--- src/rtl/zrc_pkg.sv ---
`timescale 1ns / 1ps
package zrc_pkg;

  localparam int unsigned ScoreW   = 16;
  localparam int unsigned NewW     = 15;
  localparam int unsigned TotalW   = 22;
  localparam int unsigned SumSqW   = 38;
  localparam int unsigned SumNewW  = 21;
  localparam int unsigned DivW     = 38;
  localparam int unsigned DivCntW  = 6;
  localparam int unsigned SqrtIter = 16;
  localparam int unsigned CfgIdxW  = 2;

  localparam logic [ScoreW-1:0] QOne     = 16'd256;
  localparam logic [NewW-1:0]   ScoreMax = 15'd25600;

  localparam logic [CfgIdxW-1:0] CFG_TARGET_MEAN   = 2'd0;
  localparam logic [CfgIdxW-1:0] CFG_TARGET_SPREAD = 2'd1;

  typedef enum logic [1:0] {
    DIV_MEAN  = 2'd0,
    DIV_VAR   = 2'd1,
    DIV_Z     = 2'd2,
    DIV_NMEAN = 2'd3
  } div_sel_e;

  typedef struct packed {
    logic [ScoreW-1:0] score;
    logic              final_item;
  } in_word_t;

  typedef struct packed {
    logic [NewW-1:0]          new_score;
    logic signed [ScoreW-1:0] z_value;
    logic                     run_end;
    logic [ScoreW-1:0]        orig_mean;
    logic [ScoreW-1:0]        orig_spread;
    logic [NewW-1:0]          new_mean;
  } out_word_t;

  typedef struct packed {
    logic [CfgIdxW-1:0] index;
    logic [ScoreW-1:0]  value;
  } cfg_word_t;

  typedef struct packed {
    logic     load;
    logic     rd;
    logic     var_pass;
    logic     div_go;
    div_sel_e div_sel;
    logic     cap_mean;
    logic     sqrt_go;
    logic     mul;
    logic     map;
    logic     out_load;
    logic     last;
    logic     clr;
  } cmd_t;

  typedef struct packed {
    logic div_busy;
    logic sqrt_busy;
    logic pipe_busy;
    logic out_free;
  } sts_t;

endpackage

--- src/rtl/zrc_stream_if.sv ---
`timescale 1ns / 1ps
interface zrc_stream_if #(
  parameter type T = logic
);
  logic valid;
  logic ready;
  T     data;

  modport source (output valid, output data, input ready);
  modport sink (input valid, input data, output ready);
endinterface

--- src/rtl/zrc_ram.sv ---
`timescale 1ns / 1ps
module zrc_ram #(
  parameter int unsigned Width = 16,
  parameter int unsigned Depth = 64,
  localparam int unsigned AddrW = (Depth > 1) ? $clog2(Depth) : 1
) (
  input  logic             clk_i,
  input  logic             we_i,
  input  logic [AddrW-1:0] waddr_i,
  input  logic [Width-1:0] wdata_i,
  input  logic             re_i,
  input  logic [AddrW-1:0] raddr_i,
  output logic [Width-1:0] rdata_o
);
  logic [Width-1:0] mem [Depth];
  logic [Width-1:0] rdata_q;

  always_ff @(posedge clk_i) begin
    if (we_i) begin
      mem[waddr_i] <= wdata_i;
    end
    if (re_i) begin
      rdata_q <= mem[raddr_i];
    end
  end

  assign rdata_o = rdata_q;
endmodule

--- src/rtl/zrc_ctrl.sv ---
`timescale 1ns / 1ps
module zrc_ctrl #(
  parameter int unsigned MaxItems = 64,
  localparam int unsigned AddrW = (MaxItems > 1) ? $clog2(MaxItems) : 1,
  localparam int unsigned CntW = $clog2(MaxItems + 1)
) (
  input  logic               clk_i,
  input  logic               rst_ni,
  input  logic               in_valid_i,
  input  logic               in_final_i,
  output logic               in_ready_o,
  input  logic [CntW-1:0]    count_i,
  input  zrc_pkg::sts_t      sts_i,
  output zrc_pkg::cmd_t      cmd_o,
  output logic [AddrW-1:0]   rd_addr_o
);
  import zrc_pkg::*;

  localparam logic [4:0] S_LOAD      = 5'd0;
  localparam logic [4:0] S_MEAN_GO   = 5'd1;
  localparam logic [4:0] S_MEAN_WAIT = 5'd2;
  localparam logic [4:0] S_VAR_RD    = 5'd3;
  localparam logic [4:0] S_VAR_WAIT  = 5'd4;
  localparam logic [4:0] S_VDIV_GO   = 5'd5;
  localparam logic [4:0] S_VDIV_WAIT = 5'd6;
  localparam logic [4:0] S_SQRT_GO   = 5'd7;
  localparam logic [4:0] S_SQRT_WAIT = 5'd8;
  localparam logic [4:0] S_Z_RD      = 5'd9;
  localparam logic [4:0] S_Z_GO      = 5'd10;
  localparam logic [4:0] S_Z_WAIT    = 5'd11;
  localparam logic [4:0] S_Z_MUL     = 5'd12;
  localparam logic [4:0] S_Z_MAP     = 5'd13;
  localparam logic [4:0] S_NM_GO     = 5'd14;
  localparam logic [4:0] S_NM_WAIT   = 5'd15;
  localparam logic [4:0] S_Z_OUT     = 5'd16;

  logic [4:0]      state_q, state_d;
  logic [CntW-1:0] idx_q, idx_d;
  logic            idx_last;
  logic            fire;

  assign in_ready_o = (state_q == S_LOAD);
  assign fire       = in_valid_i && in_ready_o;
  assign idx_last   = (idx_q == count_i - CntW'(1));
  assign rd_addr_o  = idx_q[AddrW-1:0];

  always_comb begin
    state_d = state_q;
    idx_d   = idx_q;
    cmd_o   = '0;
    cmd_o.div_sel = DIV_MEAN;
    case (state_q)
      S_LOAD: begin
        if (fire) begin
          cmd_o.load = 1'b1;
          // A full store closes the set as well.
          if (in_final_i || (count_i == CntW'(MaxItems - 1))) begin
            state_d = S_MEAN_GO;
          end
        end
      end
      S_MEAN_GO: begin
        cmd_o.div_go  = 1'b1;
        cmd_o.div_sel = DIV_MEAN;
        state_d       = S_MEAN_WAIT;
      end
      S_MEAN_WAIT: begin
        if (!sts_i.div_busy) begin
          cmd_o.cap_mean = 1'b1;
          idx_d          = '0;
          state_d        = S_VAR_RD;
        end
      end
      S_VAR_RD: begin
        cmd_o.rd       = 1'b1;
        cmd_o.var_pass = 1'b1;
        if (idx_last) begin
          idx_d   = '0;
          state_d = S_VAR_WAIT;
        end else begin
          idx_d = idx_q + CntW'(1);
        end
      end
      S_VAR_WAIT: begin
        if (!sts_i.pipe_busy) begin
          state_d = S_VDIV_GO;
        end
      end
      S_VDIV_GO: begin
        cmd_o.div_go  = 1'b1;
        cmd_o.div_sel = DIV_VAR;
        state_d       = S_VDIV_WAIT;
      end
      S_VDIV_WAIT: begin
        if (!sts_i.div_busy) begin
          state_d = S_SQRT_GO;
        end
      end
      S_SQRT_GO: begin
        cmd_o.sqrt_go = 1'b1;
        state_d       = S_SQRT_WAIT;
      end
      S_SQRT_WAIT: begin
        if (!sts_i.sqrt_busy) begin
          state_d = S_Z_RD;
        end
      end
      S_Z_RD: begin
        cmd_o.rd = 1'b1;
        state_d  = S_Z_GO;
      end
      S_Z_GO: begin
        cmd_o.div_go  = 1'b1;
        cmd_o.div_sel = DIV_Z;
        state_d       = S_Z_WAIT;
      end
      S_Z_WAIT: begin
        if (!sts_i.div_busy) begin
          state_d = S_Z_MUL;
        end
      end
      S_Z_MUL: begin
        cmd_o.mul = 1'b1;
        state_d   = S_Z_MAP;
      end
      S_Z_MAP: begin
        cmd_o.map = 1'b1;
        state_d   = idx_last ? S_NM_GO : S_Z_OUT;
      end
      S_NM_GO: begin
        cmd_o.div_go  = 1'b1;
        cmd_o.div_sel = DIV_NMEAN;
        state_d       = S_NM_WAIT;
      end
      S_NM_WAIT: begin
        if (!sts_i.div_busy) begin
          state_d = S_Z_OUT;
        end
      end
      S_Z_OUT: begin
        if (sts_i.out_free) begin
          cmd_o.out_load = 1'b1;
          cmd_o.last     = idx_last;
          if (idx_last) begin
            cmd_o.clr = 1'b1;
            idx_d     = '0;
            state_d   = S_LOAD;
          end else begin
            idx_d   = idx_q + CntW'(1);
            state_d = S_Z_RD;
          end
        end
      end
      default: begin
        state_d = S_LOAD;
      end
    endcase
  end

  always_ff @(posedge clk_i or negedge rst_ni) begin
    if (!rst_ni) begin
      state_q <= S_LOAD;
      idx_q   <= '0;
    end else begin
      state_q <= state_d;
      idx_q   <= idx_d;
    end
  end
endmodule

--- src/rtl/zrc_datapath.sv ---
`timescale 1ns / 1ps
module zrc_datapath #(
  parameter int unsigned MaxItems = 64,
  localparam int unsigned AddrW = (MaxItems > 1) ? $clog2(MaxItems) : 1,
  localparam int unsigned CntW = $clog2(MaxItems + 1)
) (
  input  logic                clk_i,
  input  logic                rst_ni,
  input  logic [15:0]         score_i,
  input  logic                cfg_valid_i,
  input  zrc_pkg::cfg_word_t  cfg_data_i,
  input  logic                out_ready_i,
  output logic                out_valid_o,
  output zrc_pkg::out_word_t  out_data_o,
  input  zrc_pkg::cmd_t       cmd_i,
  input  logic [AddrW-1:0]    rd_addr_i,
  output zrc_pkg::sts_t       sts_o,
  output logic [CntW-1:0]     count_o
);
  import zrc_pkg::*;

  logic [NewW-1:0]    tmean_q;
  logic [ScoreW-1:0]  tspread_q;
  logic [CntW-1:0]    count_q;
  logic [TotalW-1:0]  total_q;
  logic [ScoreW-1:0]  mean_q;
  logic [SumSqW-1:0]  sumsq_q;
  logic [SumNewW-1:0] sumnew_q;
  logic [ScoreW-1:0]  rdata;

  // Configuration registers.
  always_ff @(posedge clk_i or negedge rst_ni) begin
    if (!rst_ni) begin
      tmean_q   <= 15'd12800;
      tspread_q <= 16'd2560;
    end else if (cfg_valid_i) begin
      if (cfg_data_i.index == CFG_TARGET_MEAN) begin
        tmean_q <= cfg_data_i.value[NewW-1:0];
      end else if (cfg_data_i.index == CFG_TARGET_SPREAD) begin
        tspread_q <= cfg_data_i.value;
      end
    end
  end

  zrc_ram #(.Width(ScoreW), .Depth(MaxItems)) u_store (
    .clk_i   (clk_i),
    .we_i    (cmd_i.load),
    .waddr_i (count_q[AddrW-1:0]),
    .wdata_i (score_i),
    .re_i    (cmd_i.rd),
    .raddr_i (rd_addr_i),
    .rdata_o (rdata)
  );

  // Deviation of the word just read from the mean.
  logic signed [16:0] dev;
  logic [15:0]        dev_abs;
  assign dev     = $signed({1'b0, rdata}) - $signed({1'b0, mean_q});
  assign dev_abs = dev[16] ? 16'(-dev) : dev[15:0];

  // Squared deviation pipeline for the variance pass.
  logic        p1_q, p2_q;
  logic [31:0] sq_q;
  logic signed [33:0] sq_full;
  assign sq_full = 34'(dev) * 34'(dev);

  always_ff @(posedge clk_i or negedge rst_ni) begin
    if (!rst_ni) begin
      p1_q <= 1'b0;
      p2_q <= 1'b0;
    end else begin
      p1_q <= cmd_i.rd && cmd_i.var_pass;
      p2_q <= p1_q;
    end
  end

  always_ff @(posedge clk_i) begin
    if (p1_q) begin
      sq_q <= sq_full[31:0];
    end
  end

  // Restoring divider, one quotient bit per cycle.
  logic [DivCntW-1:0] dcnt_q;
  logic [DivW-1:0]    quo_q, dvd;
  logic [15:0]        rem_q, dvs_q, dvs;
  logic [16:0]        dtrial;
  logic               dge;
  logic [ScoreW-1:0]  root_q;
  logic [ScoreW-1:0]  sd_eff;
  logic [15:0]        n_ext;

  assign n_ext  = 16'(count_q);
  assign sd_eff = (root_q == '0) ? QOne : root_q;
  assign dtrial = {rem_q, quo_q[DivW-1]};
  assign dge    = (dtrial >= {1'b0, dvs_q});

  logic z_neg_q;

  always_comb begin
    dvd = '0;
    dvs = n_ext;
    case (cmd_i.div_sel)
      DIV_MEAN:  dvd = DivW'(total_q);
      DIV_VAR:   dvd = sumsq_q;
      DIV_Z: begin
        dvd = DivW'({dev_abs, 8'h00});
        dvs = sd_eff;
      end
      DIV_NMEAN: dvd = DivW'(sumnew_q);
      default:   dvd = '0;
    endcase
  end

  always_ff @(posedge clk_i or negedge rst_ni) begin
    if (!rst_ni) begin
      dcnt_q <= '0;
    end else if (cmd_i.div_go) begin
      dcnt_q <= DivCntW'(DivW);
    end else if (dcnt_q != '0) begin
      dcnt_q <= dcnt_q - DivCntW'(1);
    end
  end

  always_ff @(posedge clk_i) begin
    if (cmd_i.div_go) begin
      quo_q   <= dvd;
      rem_q   <= '0;
      dvs_q   <= dvs;
      z_neg_q <= dev[16];
    end else if (dcnt_q != '0) begin
      quo_q <= {quo_q[DivW-2:0], dge};
      rem_q <= dge ? 16'(dtrial - {1'b0, dvs_q}) : dtrial[15:0];
    end
  end

  // Floor square root, one result bit per cycle.
  logic [4:0]  scnt_q;
  logic [31:0] sv_q;
  logic [17:0] srem_q;
  logic [19:0] srem_t, strial;
  logic        sge;

  assign srem_t = {srem_q, sv_q[31:30]};
  assign strial = {2'b00, root_q, 2'b01};
  assign sge    = (srem_t >= strial);

  always_ff @(posedge clk_i or negedge rst_ni) begin
    if (!rst_ni) begin
      scnt_q <= '0;
    end else if (cmd_i.sqrt_go) begin
      scnt_q <= 5'(SqrtIter);
    end else if (scnt_q != '0) begin
      scnt_q <= scnt_q - 5'd1;
    end
  end

  always_ff @(posedge clk_i) begin
    if (cmd_i.sqrt_go) begin
      sv_q   <= quo_q[31:0];
      srem_q <= '0;
      root_q <= '0;
    end else if (scnt_q != '0) begin
      sv_q   <= {sv_q[29:0], 2'b00};
      srem_q <= sge ? 18'(srem_t - strial) : srem_t[17:0];
      root_q <= {root_q[14:0], sge};
    end
  end

  // Saturated z, its product with the target spread, and the clamped score.
  logic signed [15:0] zsat, z_q;
  logic [24:0]        qz;
  logic signed [32:0] prod_q;
  logic [32:0]        prod_abs;
  logic [24:0]        prod_sh;
  logic signed [34:0] vsum;
  logic [NewW-1:0]    v, v_q;

  assign qz = quo_q[24:0];

  always_comb begin
    if (z_neg_q) begin
      zsat = (qz > 25'd32768) ? 16'sh8000 : 16'(-qz);
    end else begin
      zsat = (qz > 25'd32767) ? 16'sh7fff : 16'(qz);
    end
  end

  assign prod_abs = prod_q[32] ? 33'(-prod_q) : prod_q;
  assign prod_sh  = prod_abs[32:8];
  assign vsum     = $signed({20'b0, tmean_q})
                  + (prod_q[32] ? -$signed({10'b0, prod_sh}) : $signed({10'b0, prod_sh}));

  always_comb begin
    if (vsum < 0) begin
      v = '0;
    end else if (vsum > $signed({20'b0, ScoreMax})) begin
      v = ScoreMax;
    end else begin
      v = vsum[NewW-1:0];
    end
  end

  always_ff @(posedge clk_i) begin
    if (cmd_i.mul) begin
      z_q    <= zsat;
      prod_q <= 33'(zsat) * 33'($signed({1'b0, tspread_q}));
    end
    if (cmd_i.map) begin
      v_q <= v;
    end
    if (cmd_i.cap_mean) begin
      mean_q <= quo_q[ScoreW-1:0];
    end
  end

  // Set counters and accumulators.
  always_ff @(posedge clk_i or negedge rst_ni) begin
    if (!rst_ni) begin
      count_q  <= '0;
      total_q  <= '0;
      sumsq_q  <= '0;
      sumnew_q <= '0;
    end else if (cmd_i.clr) begin
      count_q  <= '0;
      total_q  <= '0;
      sumsq_q  <= '0;
      sumnew_q <= '0;
    end else begin
      if (cmd_i.load) begin
        count_q <= count_q + CntW'(1);
        total_q <= total_q + TotalW'(score_i);
      end
      if (p2_q) begin
        sumsq_q <= sumsq_q + SumSqW'(sq_q);
      end
      if (cmd_i.map) begin
        sumnew_q <= sumnew_q + SumNewW'(v);
      end
    end
  end

  // Output word register.
  logic      out_valid_q;
  out_word_t out_q;

  always_ff @(posedge clk_i or negedge rst_ni) begin
    if (!rst_ni) begin
      out_valid_q <= 1'b0;
    end else if (cmd_i.out_load) begin
      out_valid_q <= 1'b1;
    end else if (out_ready_i) begin
      out_valid_q <= 1'b0;
    end
  end

  always_ff @(posedge clk_i) begin
    if (cmd_i.out_load) begin
      out_q.new_score   <= v_q;
      out_q.z_value     <= z_q;
      out_q.run_end     <= cmd_i.last;
      out_q.orig_mean   <= cmd_i.last ? mean_q : '0;
      out_q.orig_spread <= cmd_i.last ? root_q : '0;
      out_q.new_mean    <= cmd_i.last ? quo_q[NewW-1:0] : '0;
    end
  end

  assign out_valid_o     = out_valid_q;
  assign out_data_o      = out_q;
  assign count_o         = count_q;
  assign sts_o.div_busy  = (dcnt_q != '0);
  assign sts_o.sqrt_busy = (scnt_q != '0);
  assign sts_o.pipe_busy = p1_q || p2_q;
  assign sts_o.out_free  = !out_valid_q || out_ready_i;
endmodule

--- src/rtl/zscore_rescale_clamp.sv ---
`timescale 1ns / 1ps
// Channel  Dir  Word                             Handshake
// in_i     in   score, final_item                valid/ready
// out_o    out  new_score, z_value, run_end,     valid/ready
//               orig_mean, orig_spread, new_mean
// cfg_i    in   index, value                     valid/ready, always ready
//
// Scores load at one per cycle into the score store, but only while no set is
// in work. The word that closes a set starts the mean divide, variance pass,
// variance divide and square root; then each score takes a z divide on the
// shared divider, and the last one also the new-mean divide.
// Reset clears the counters, accumulators and valid flags, not the store.
// A stalled output word holds its register; the next word waits for it.
module zscore_rescale_clamp #(
  parameter int unsigned MaxItems = 64
) (
  input  logic              clk_i,
  input  logic              rst_ni,
  zrc_stream_if.sink        in_i,
  zrc_stream_if.source      out_o,
  zrc_stream_if.sink        cfg_i
);
  import zrc_pkg::*;

  localparam int unsigned AddrW = (MaxItems > 1) ? $clog2(MaxItems) : 1;
  localparam int unsigned CntW  = $clog2(MaxItems + 1);

  cmd_t             cmd;
  sts_t             sts;
  logic [AddrW-1:0] rd_addr;
  logic [CntW-1:0]  count;
  in_word_t         in_w;
  out_word_t        out_w;
  cfg_word_t        cfg_w;

  assign in_w        = in_i.data;
  assign cfg_w       = cfg_i.data;
  assign cfg_i.ready = 1'b1;
  assign out_o.data  = out_w;

  zrc_ctrl #(.MaxItems(MaxItems)) u_ctrl (
    .clk_i      (clk_i),
    .rst_ni     (rst_ni),
    .in_valid_i (in_i.valid),
    .in_final_i (in_w.final_item),
    .in_ready_o (in_i.ready),
    .count_i    (count),
    .sts_i      (sts),
    .cmd_o      (cmd),
    .rd_addr_o  (rd_addr)
  );

  zrc_datapath #(.MaxItems(MaxItems)) u_dp (
    .clk_i       (clk_i),
    .rst_ni      (rst_ni),
    .score_i     (in_w.score),
    .cfg_valid_i (cfg_i.valid),
    .cfg_data_i  (cfg_w),
    .out_ready_i (out_o.ready),
    .out_valid_o (out_o.valid),
    .out_data_o  (out_w),
    .cmd_i       (cmd),
    .rd_addr_i   (rd_addr),
    .sts_o       (sts),
    .count_o     (count)
  );
endmodule
--- src/flat_wrapper.sv ---
// flat-port wrapper written by rule: the top's interface ports become plain ports
module zscore_rescale_clamp_flat import zrc_pkg::*;
#(
  parameter int unsigned MaxItems = 64
)
  (clk_i, rst_ni, in_i_valid, in_i_data, in_i_ready, out_o_valid, out_o_data, out_o_ready, cfg_i_valid, cfg_i_data, cfg_i_ready);
  zrc_stream_if in_i_i ();
  zrc_stream_if out_o_i ();
  zrc_stream_if cfg_i_i ();
  input  logic clk_i;
  input  logic rst_ni;
  input wire logic [$bits(in_i_i.valid)-1:0] in_i_valid;
  input wire logic [$bits(in_i_i.data)-1:0] in_i_data;
  output wire logic [$bits(in_i_i.ready)-1:0] in_i_ready;
  output wire logic [$bits(out_o_i.valid)-1:0] out_o_valid;
  output wire logic [$bits(out_o_i.data)-1:0] out_o_data;
  input wire logic [$bits(out_o_i.ready)-1:0] out_o_ready;
  input wire logic [$bits(cfg_i_i.valid)-1:0] cfg_i_valid;
  input wire logic [$bits(cfg_i_i.data)-1:0] cfg_i_data;
  output wire logic [$bits(cfg_i_i.ready)-1:0] cfg_i_ready;
  assign in_i_i.valid = in_i_valid;
  assign in_i_i.data = in_i_data;
  assign in_i_ready = in_i_i.ready;
  assign out_o_valid = out_o_i.valid;
  assign out_o_data = out_o_i.data;
  assign out_o_i.ready = out_o_ready;
  assign cfg_i_i.valid = cfg_i_valid;
  assign cfg_i_i.data = cfg_i_data;
  assign cfg_i_ready = cfg_i_i.ready;
  zscore_rescale_clamp #(.MaxItems(MaxItems)) u_core (.clk_i(clk_i), .rst_ni(rst_ni), .in_i(in_i_i), .out_o(out_o_i), .cfg_i(cfg_i_i));
endmodule
--- config.mk ---
export PLATFORM = sky130hd
export DESIGN_NAME = zscore_rescale_clamp_flat
export DESIGN_NICKNAME = d
export VERILOG_FILES = /design/src/rtl/zrc_pkg.sv /design/src/rtl/zrc_stream_if.sv /design/src/rtl/zrc_ram.sv /design/src/rtl/zrc_ctrl.sv /design/src/rtl/zrc_datapath.sv /design/src/rtl/zscore_rescale_clamp.sv /design/src/flat_wrapper.sv
export SDC_FILE = /design/constraint.sdc
export NUM_CORES = 1
export LEC_CHECK = 0
export ABC_AREA = 1
export BUFFER_PORTS_ARGS = -buffer_cell sky130_fd_sc_hd__buf_2
export CAP_MARGIN = 20
export CORE_UTILIZATION = 60
export CTS_CLUSTER_DIAMETER = 120
export DETAILED_ROUTE_END_ITERATION = 7
export PLACE_DENSITY = 0.79
export SYNTH_ARGS = -nofsm -noshare
export SYNTH_HDL_FRONTEND = slang
export SYNTH_SLANG_ARGS = --single-unit
--- constraint.sdc ---
create_clock -name clk_i -period 7.9 [get_ports clk_i]
set_input_delay 1.58 -clock clk_i [delete_from_list [all_inputs] [get_ports clk_i]]
set_output_delay 1.58 -clock clk_i [all_outputs]
set_load 0.03 [all_outputs]
== Yosys cells after proc, flatten, opt, wreduce, memory -nomap -nowiden ==
Index checks and enable logic that the tools add are counted.
Operators by class
  add/subtract/negate cells: 15
  multipliers: 2
  $lt $le $gt $ge: 6
  equal/unequal tests: 31
  multiplexer cells: 60
  bitwise operators: 1
  reductions and logical operators: 22
Operators with widths (number)
  38-bit 2-to-1 mux: 4
  38-bit case mux with 4 select lines: 1
  5-bit case mux with 17 select lines: 1
  16-bit 2-to-1 mux: 5
  5-bit 2-to-1 mux: 13
  32-bit 2-to-1 mux: 2
  21-bit 2-to-1 mux: 2
  7-bit 2-to-1 mux: 6
  5-bit by 4-bit equality test with 1-bit output (second input constant): 8
  38-bit by 32-bit adder with 38-bit output: 1
  15-bit by 35-bit adder with 35-bit output: 1
  35-bit by 16-bit > comparator with 1-bit output (second input constant): 1
  35-bit by 1-bit less-than comparator with 1-bit output (second input constant): 1
  35-bit 2-to-1 mux: 1
  25-bit negator with 35-bit output: 1
  33-bit 2-to-1 mux: 1
  33-bit negator: 1
  17-bit by 17-bit multiplier with 32-bit output: 1
  16-bit negator: 2
  15-bit 2-to-1 mux: 2
  25-bit by 15-bit > comparator with 1-bit output (second input constant): 1
  25-bit by 16-bit > comparator with 1-bit output (second input constant): 1
  22-bit 2-to-1 mux: 1
  21-bit by 15-bit adder with 21-bit output: 1
  other kinds (42): 78
Storage, ports and cells
  flip-flop bits (word level): 344
  input port bits: 7
  output and inout port bits: 4
  word-level logic and storage cells: 163

== Logic depth before layout (Yosys ltp) ==
  depth after elaboration: 11
  mapped depth: 49

== By module ==
From an unflattened synthesis, not the netlist that was laid out.
Second synthesis, totals
  cell total of the unflattened synthesis: 8790
  area, all modules: 87062.2 µm²
By module, submodules not included
  zrc_datapath: times used 1, cells an instance 5056, area an instance 43484.2 µm², sequential area each 12653.4 µm²
  zrc_ram: times used 1, cells an instance 3517, area an instance 42259.3 µm², sequential area each 31230.0 µm²
  zrc_ctrl: times used 1, cells an instance 214, area an instance 1303.8 µm², sequential area each 300.3 µm²
  zscore_rescale_clamp: times used 1, cells an instance 3, area an instance 15.0 µm², sequential area each 0.0 µm²

== Worst setup path before layout ==
No wires, ideal clock.
  path type: register to register
  start point: register u_core.u_dp.mean_q[0]
  end point: register u_core.u_dp.sq_q[30] (data pin)
  data arrival time: 7.559 ns
  data required time: 7.635 ns
  setup slack: 0.076 ns
  cell stages (with the launch flop): 34
  buffers on the path: 2
  period minus slack after synthesis: 7.824 ns
  path through: edfxtp_1 > inv_1 > buf_1 > ha_1 > nand2_1 > inv_2 > nand3_1 > nor2_1 > nand2_1 > nor2_1 > inv_1 > nor2_1 > xnor2_1 > inv_2 > clkbuf_1 > nor2_1 > fa_1 > fa_1 > inv_1 > fa_1 > inv_1 > fa_1 > inv_1 > fa_1 > fa_1 > inv_1 > ha_1 > nand2_1 > o21ai_0 > a21boi_0 > o31ai_1 > a21oi_1 > o21ai_0 > xor2_1
Between the ends
  cells in the longest elaborated chain, start to end: 2
Ends and longest elaborated chain
  start: declaration: RTL line zrc_datapath.sv:26  | logic [ScoreW-1:0] mean_q;
  start signal: assignment: RTL line zrc_datapath.sv:213  | mean_q <= quo_q[ScoreW-1:0];
  16-bit by 16-bit subtractor with 17-bit output: RTL line zrc_datapath.sv:58  | assign dev = $signed({1'b0, rdata}) - $signed({1'b0, mean_q});
  17-bit by 17-bit multiplier with 32-bit output: RTL line zrc_datapath.sv:65  | assign sq_full = 34'(dev) * 34'(dev);
  named net u_core.u_dp.sq_full[30]: RTL line zrc_datapath.sv:64  | logic signed [33:0] sq_full;
  end signal: assignment: RTL line zrc_datapath.sv:79  | sq_q <= sq_full[31:0];
  end: declaration: RTL line zrc_datapath.sv:63  | logic [31:0] sq_q;
The timed path passes the listed nets, and every way through them passes these cells.
A chain may end at the register's enable or synchronous reset.

== Final worst setup path ==
  start point: register u_core.u_dp.mean_q[0]
  end point: register u_core.u_dp.sq_q[31] (data pin)
The elaborated chain is that of the path after synthesis.

==> results.toml <==
[logic_synthesis]
syn_area_um2 = 28300
syn_inst = 3426
yosysWarnings = 0
syn_area_per_cell_um2 = 8.26
synth.distinct_cells = 65
yosysSeqAreaShare_pct = 28.3
ys_seq_elements = 299
ys_async_sr_fraction_pct = 31.4
syn_nets = 3900
synth_flop_cell = "edfxtp_1"
synth_edf_count = 155

[critical_path]
cpPeakStageDelay_ns = 0.56
required_ns = 8.24
crit_end = "u_core.u_dp.sq_q[31]"
critical_path.max_fanout = 5
worstReg2RegEnd = "u_core.u_dp.sq_q[31]"
reg2reg_depth = 29
rrSetupSlack_ns = 0.40
critPathSlowestCell = "fa_1"
end_kind = "flop"
crit_type = "reg2reg"
worstSetupStartpoint = "u_core.u_dp.mean_q[0]"
start_kind = "flop"
r2r-start = "u_core.u_dp.mean_q[0]"
crit_arrival_ns = 7.84

[clock_tree]
cts.path.max_buffers = 3
postCtsSetupBuffers = 0
cts_sinks = 299
clk_latency_ns = 0.60
ctsRootBufferMaster = "clkbuf_16"
clkTransAtPathRegs_ns = 0.06
cts_tree = "built"
h-tree-depth = 1
cts_buffers = 30

[detailed_routing]
post-route-drc-count = 0
vias = 23200
vias_per_cell = 5.71
routedWlPerCell_um = 17.1
antenna_left = 0
firstDrtPassIters = 6
routed_wl_mm = 69.6
drtIter0Drc = 1978

[timing]
finalSetupViolations = 0
finalHoldViolations = 0
worst_pin_slew_ns = 1.18
drv_slew = 0
period_needed_ns = 7.50
timing.final.crit_share_pct = 94.9
max_freq_ghz = 0.133
worst_hold_slack_ns = 0.476
setup_tns_ns = 0
slew_headroom_pct = 19.5
setup_ws_ns = 0.404
skew_ns = 0.0250

[grt]
first_global_vias = 22700
antenna_found_initial = 0
grt_max_degree = 89
grt_overflow = 0
grtUsageTotal_pct = 29.7
grt_pass1_wl_mm = 114

[cells_and_area]
num_antenna_cells = 0
multi_input_area_um2 = 17700
ff_latch_area_um2 = 8010
drive_above_1_share_pct = 5.66
fin_nets = 3913
area_growth_pct = 6.93
fillerInstances = 3877
fin_cells = 4070

[run_status]
status = "complete, no violations"

[floorplanning]
die_h_um = 219
coreArea_um2 = 46600
die_area_um2 = 48000
die_w_um = 219
ios = 11
initial_core_util_pct = 60.8
row_count = 79

[power_and_ir_drop]
p_per_area_nw_per_um2 = 334
power_mw = 10.1
peakVddDrop_mv = 0.373
p_leak_nw = 14.5

[placed_design]
io_buffers = 9
gp_congestion = 0.979
preCtsSetupSlack_ns = 0.0780
dp_hpwl_mm = 53.9
placed_cells = 4014

[worst_hold_path]
hold_class = "reg2reg"

[run]
cap_violations = 0
-- worst max-delay path, delay by kind of cell (launching register included) --
kind                       cells  cell delay (ns)
AOI/OAI and AO/OA              5             0.83
and+or+nand+nor                9             1.69
DFF                            1             0.45
adders and majority gates      7             3.49
buffers and inverters          7             0.66
xor gates and xnor gates       1             0.15
-- per-stage QoR --
| stage | util (%) | cell area, um2 |
|---|---|---|
| finish | 65.0 | 30300 |
| CTS | 64.8 | 30200 |
| floorplan | - | 28300 |
| global placement | 62.6 | 29100 |
| global route | 65.0 | 30300 |
| detailed placement | 62.6 | 29100 |
-- how the worst min path moves through the flow --
| stage | start | cells past startpoint | slack, ns | to |
|---|---|---|---|---|
| after global placement | u_core.u_dp.rem_q[15] | 2 | 0.46 | u_core.u_dp.rem_q[15] |
| after floorplan | u_core.u_dp.rem_q[15] | 2 | 0.43 | u_core.u_dp.rem_q[15] |
| after detailed placement | u_core.u_dp.rem_q[4] | 2 | 0.46 | u_core.u_dp.rem_q[4] |
| after CTS | u_core.u_dp.rem_q[3] | 2 | 0.47 | u_core.u_dp.rem_q[3] |
| final | u_core.u_dp.rem_q[3] | 2 | 0.48 | u_core.u_dp.rem_q[3] |
| after global routing | u_core.u_dp.rem_q[2] | 2 | 0.49 | u_core.u_dp.rem_q[2] |
-- power breakdown --
group | internal, mW | switching, mW | leakage (nW) | total [mW]
registers | 2.44 | 0.404 | 3.19 | 2.85
logic | 2.19 | 3.56 | 10.8 | 5.75
clock network | 0.886 | 0.629 | 0.506 | 1.52
-- kinds of logic (layout without fill, tap and decap cells) --
group	after synthesis	after routing	synth area share [%]
xor+xnor	140	140	4.33
other cells	1	1	0.0133
compound gates	573	573	11.6
simple gates	1240	1240	18.7
buf+inv	705	742	9.44
mux	1	1	0.0354
flops	299	299	28.3
fa+ha+maj	467	467	27.6
-- synth_stat cells, types with 50 or more instances --
master,number,share of area (%)
o21ai_0,215,3.8
clkbuf_1,57,0.76
dfxtp_1,50,3.5
inv_1,614,8.1
nand2_1,612,8.1
fa_1,261,18
xnor2_1,65,2.0
xor2_1,75,2.3
nand3_1,155,2.7
ha_1,206,9.1
a21oi_1,189,3.3
edfxtp_1,155,16
nor2_1,318,4.2
dfrtp_1,93,8.2
-- timing repair --
action                     in CTS  in global routing
hold buffers                    0                  0
setup endpoints to repair       0                 12
gates resized for setup         0                 21
-- layer usage --
| layer | track usage (%) | wire (um) |
|---|---|---|
| met2 | 49.8 | 32500 |
| met5 | 0 | 0 |
| met4 | 10.6 | 2410 |
| met1 | 39.6 | 29600 |
| met3 | 3.85 | 4990 |
-- placed cells by master (no fill, tap or decap), types with 6 or more instances in the layout --
cell       netlist  final
buf_4            1     43
edfxtp_1       155    155
nand4_1         35     35
ha_1           206    206
clkbuf_1        57      6
nor4_1          18     18
xor2_1          75     75
clkinv_1         8     11
clkbuf_16        0     30
nand2_1        612    610
xnor2_1         65     65
nor2_4           6      6
o2111ai_1       14     14
a31oi_1         17     17
a21oi_1        189    184
nor3_1          31     30
inv_1          614    611
o211ai_1        19     19
fa_1           261    261
dfrtp_1         93     93
inv_2           11     13
buf_2            5      8
or2_2            8      8
a21oi_2          1      6
nor2_2          18     23
o21ai_0        215    214
o22ai_1         36     36
nand2_2         19     21
nand3_1        155    155
o21bai_1        10     10
nor2_1         318    313
o221ai_1        17     17
o21ai_1          8      7
dfxtp_1         50     50
-- flip-flops by register name, indices dropped and copies added (netlist names), 16 cells and up --
register,flops
u_core.u_dp.prod_q,20
u_core.u_dp.sq_q,31
u_core.u_dp.quo_q,38
u_core.u_dp.rem_q,16
u_core.u_dp.sumnew_q,21
u_core.u_dp.mean_q,16
u_core.u_dp.sumsq_q,38
u_core.u_dp.dvs_q,16
u_core.u_dp.srem_q,18
u_core.u_dp.sv_q,32
u_core.u_dp.root_q,16
-- layout make-up --
cell class | instances | share of cell area [%]
multi-input cells | 2422 | 58.4
clock buffers | 38 | 2.65
flip-flops and latches | 299 | 26.5
well taps | 607 | 2.51
repair buffers | 53 | 1.27
inverters | 633 | 7.87
clock inverters | 18 | 0.836
(Power assumes the default switching activity.)
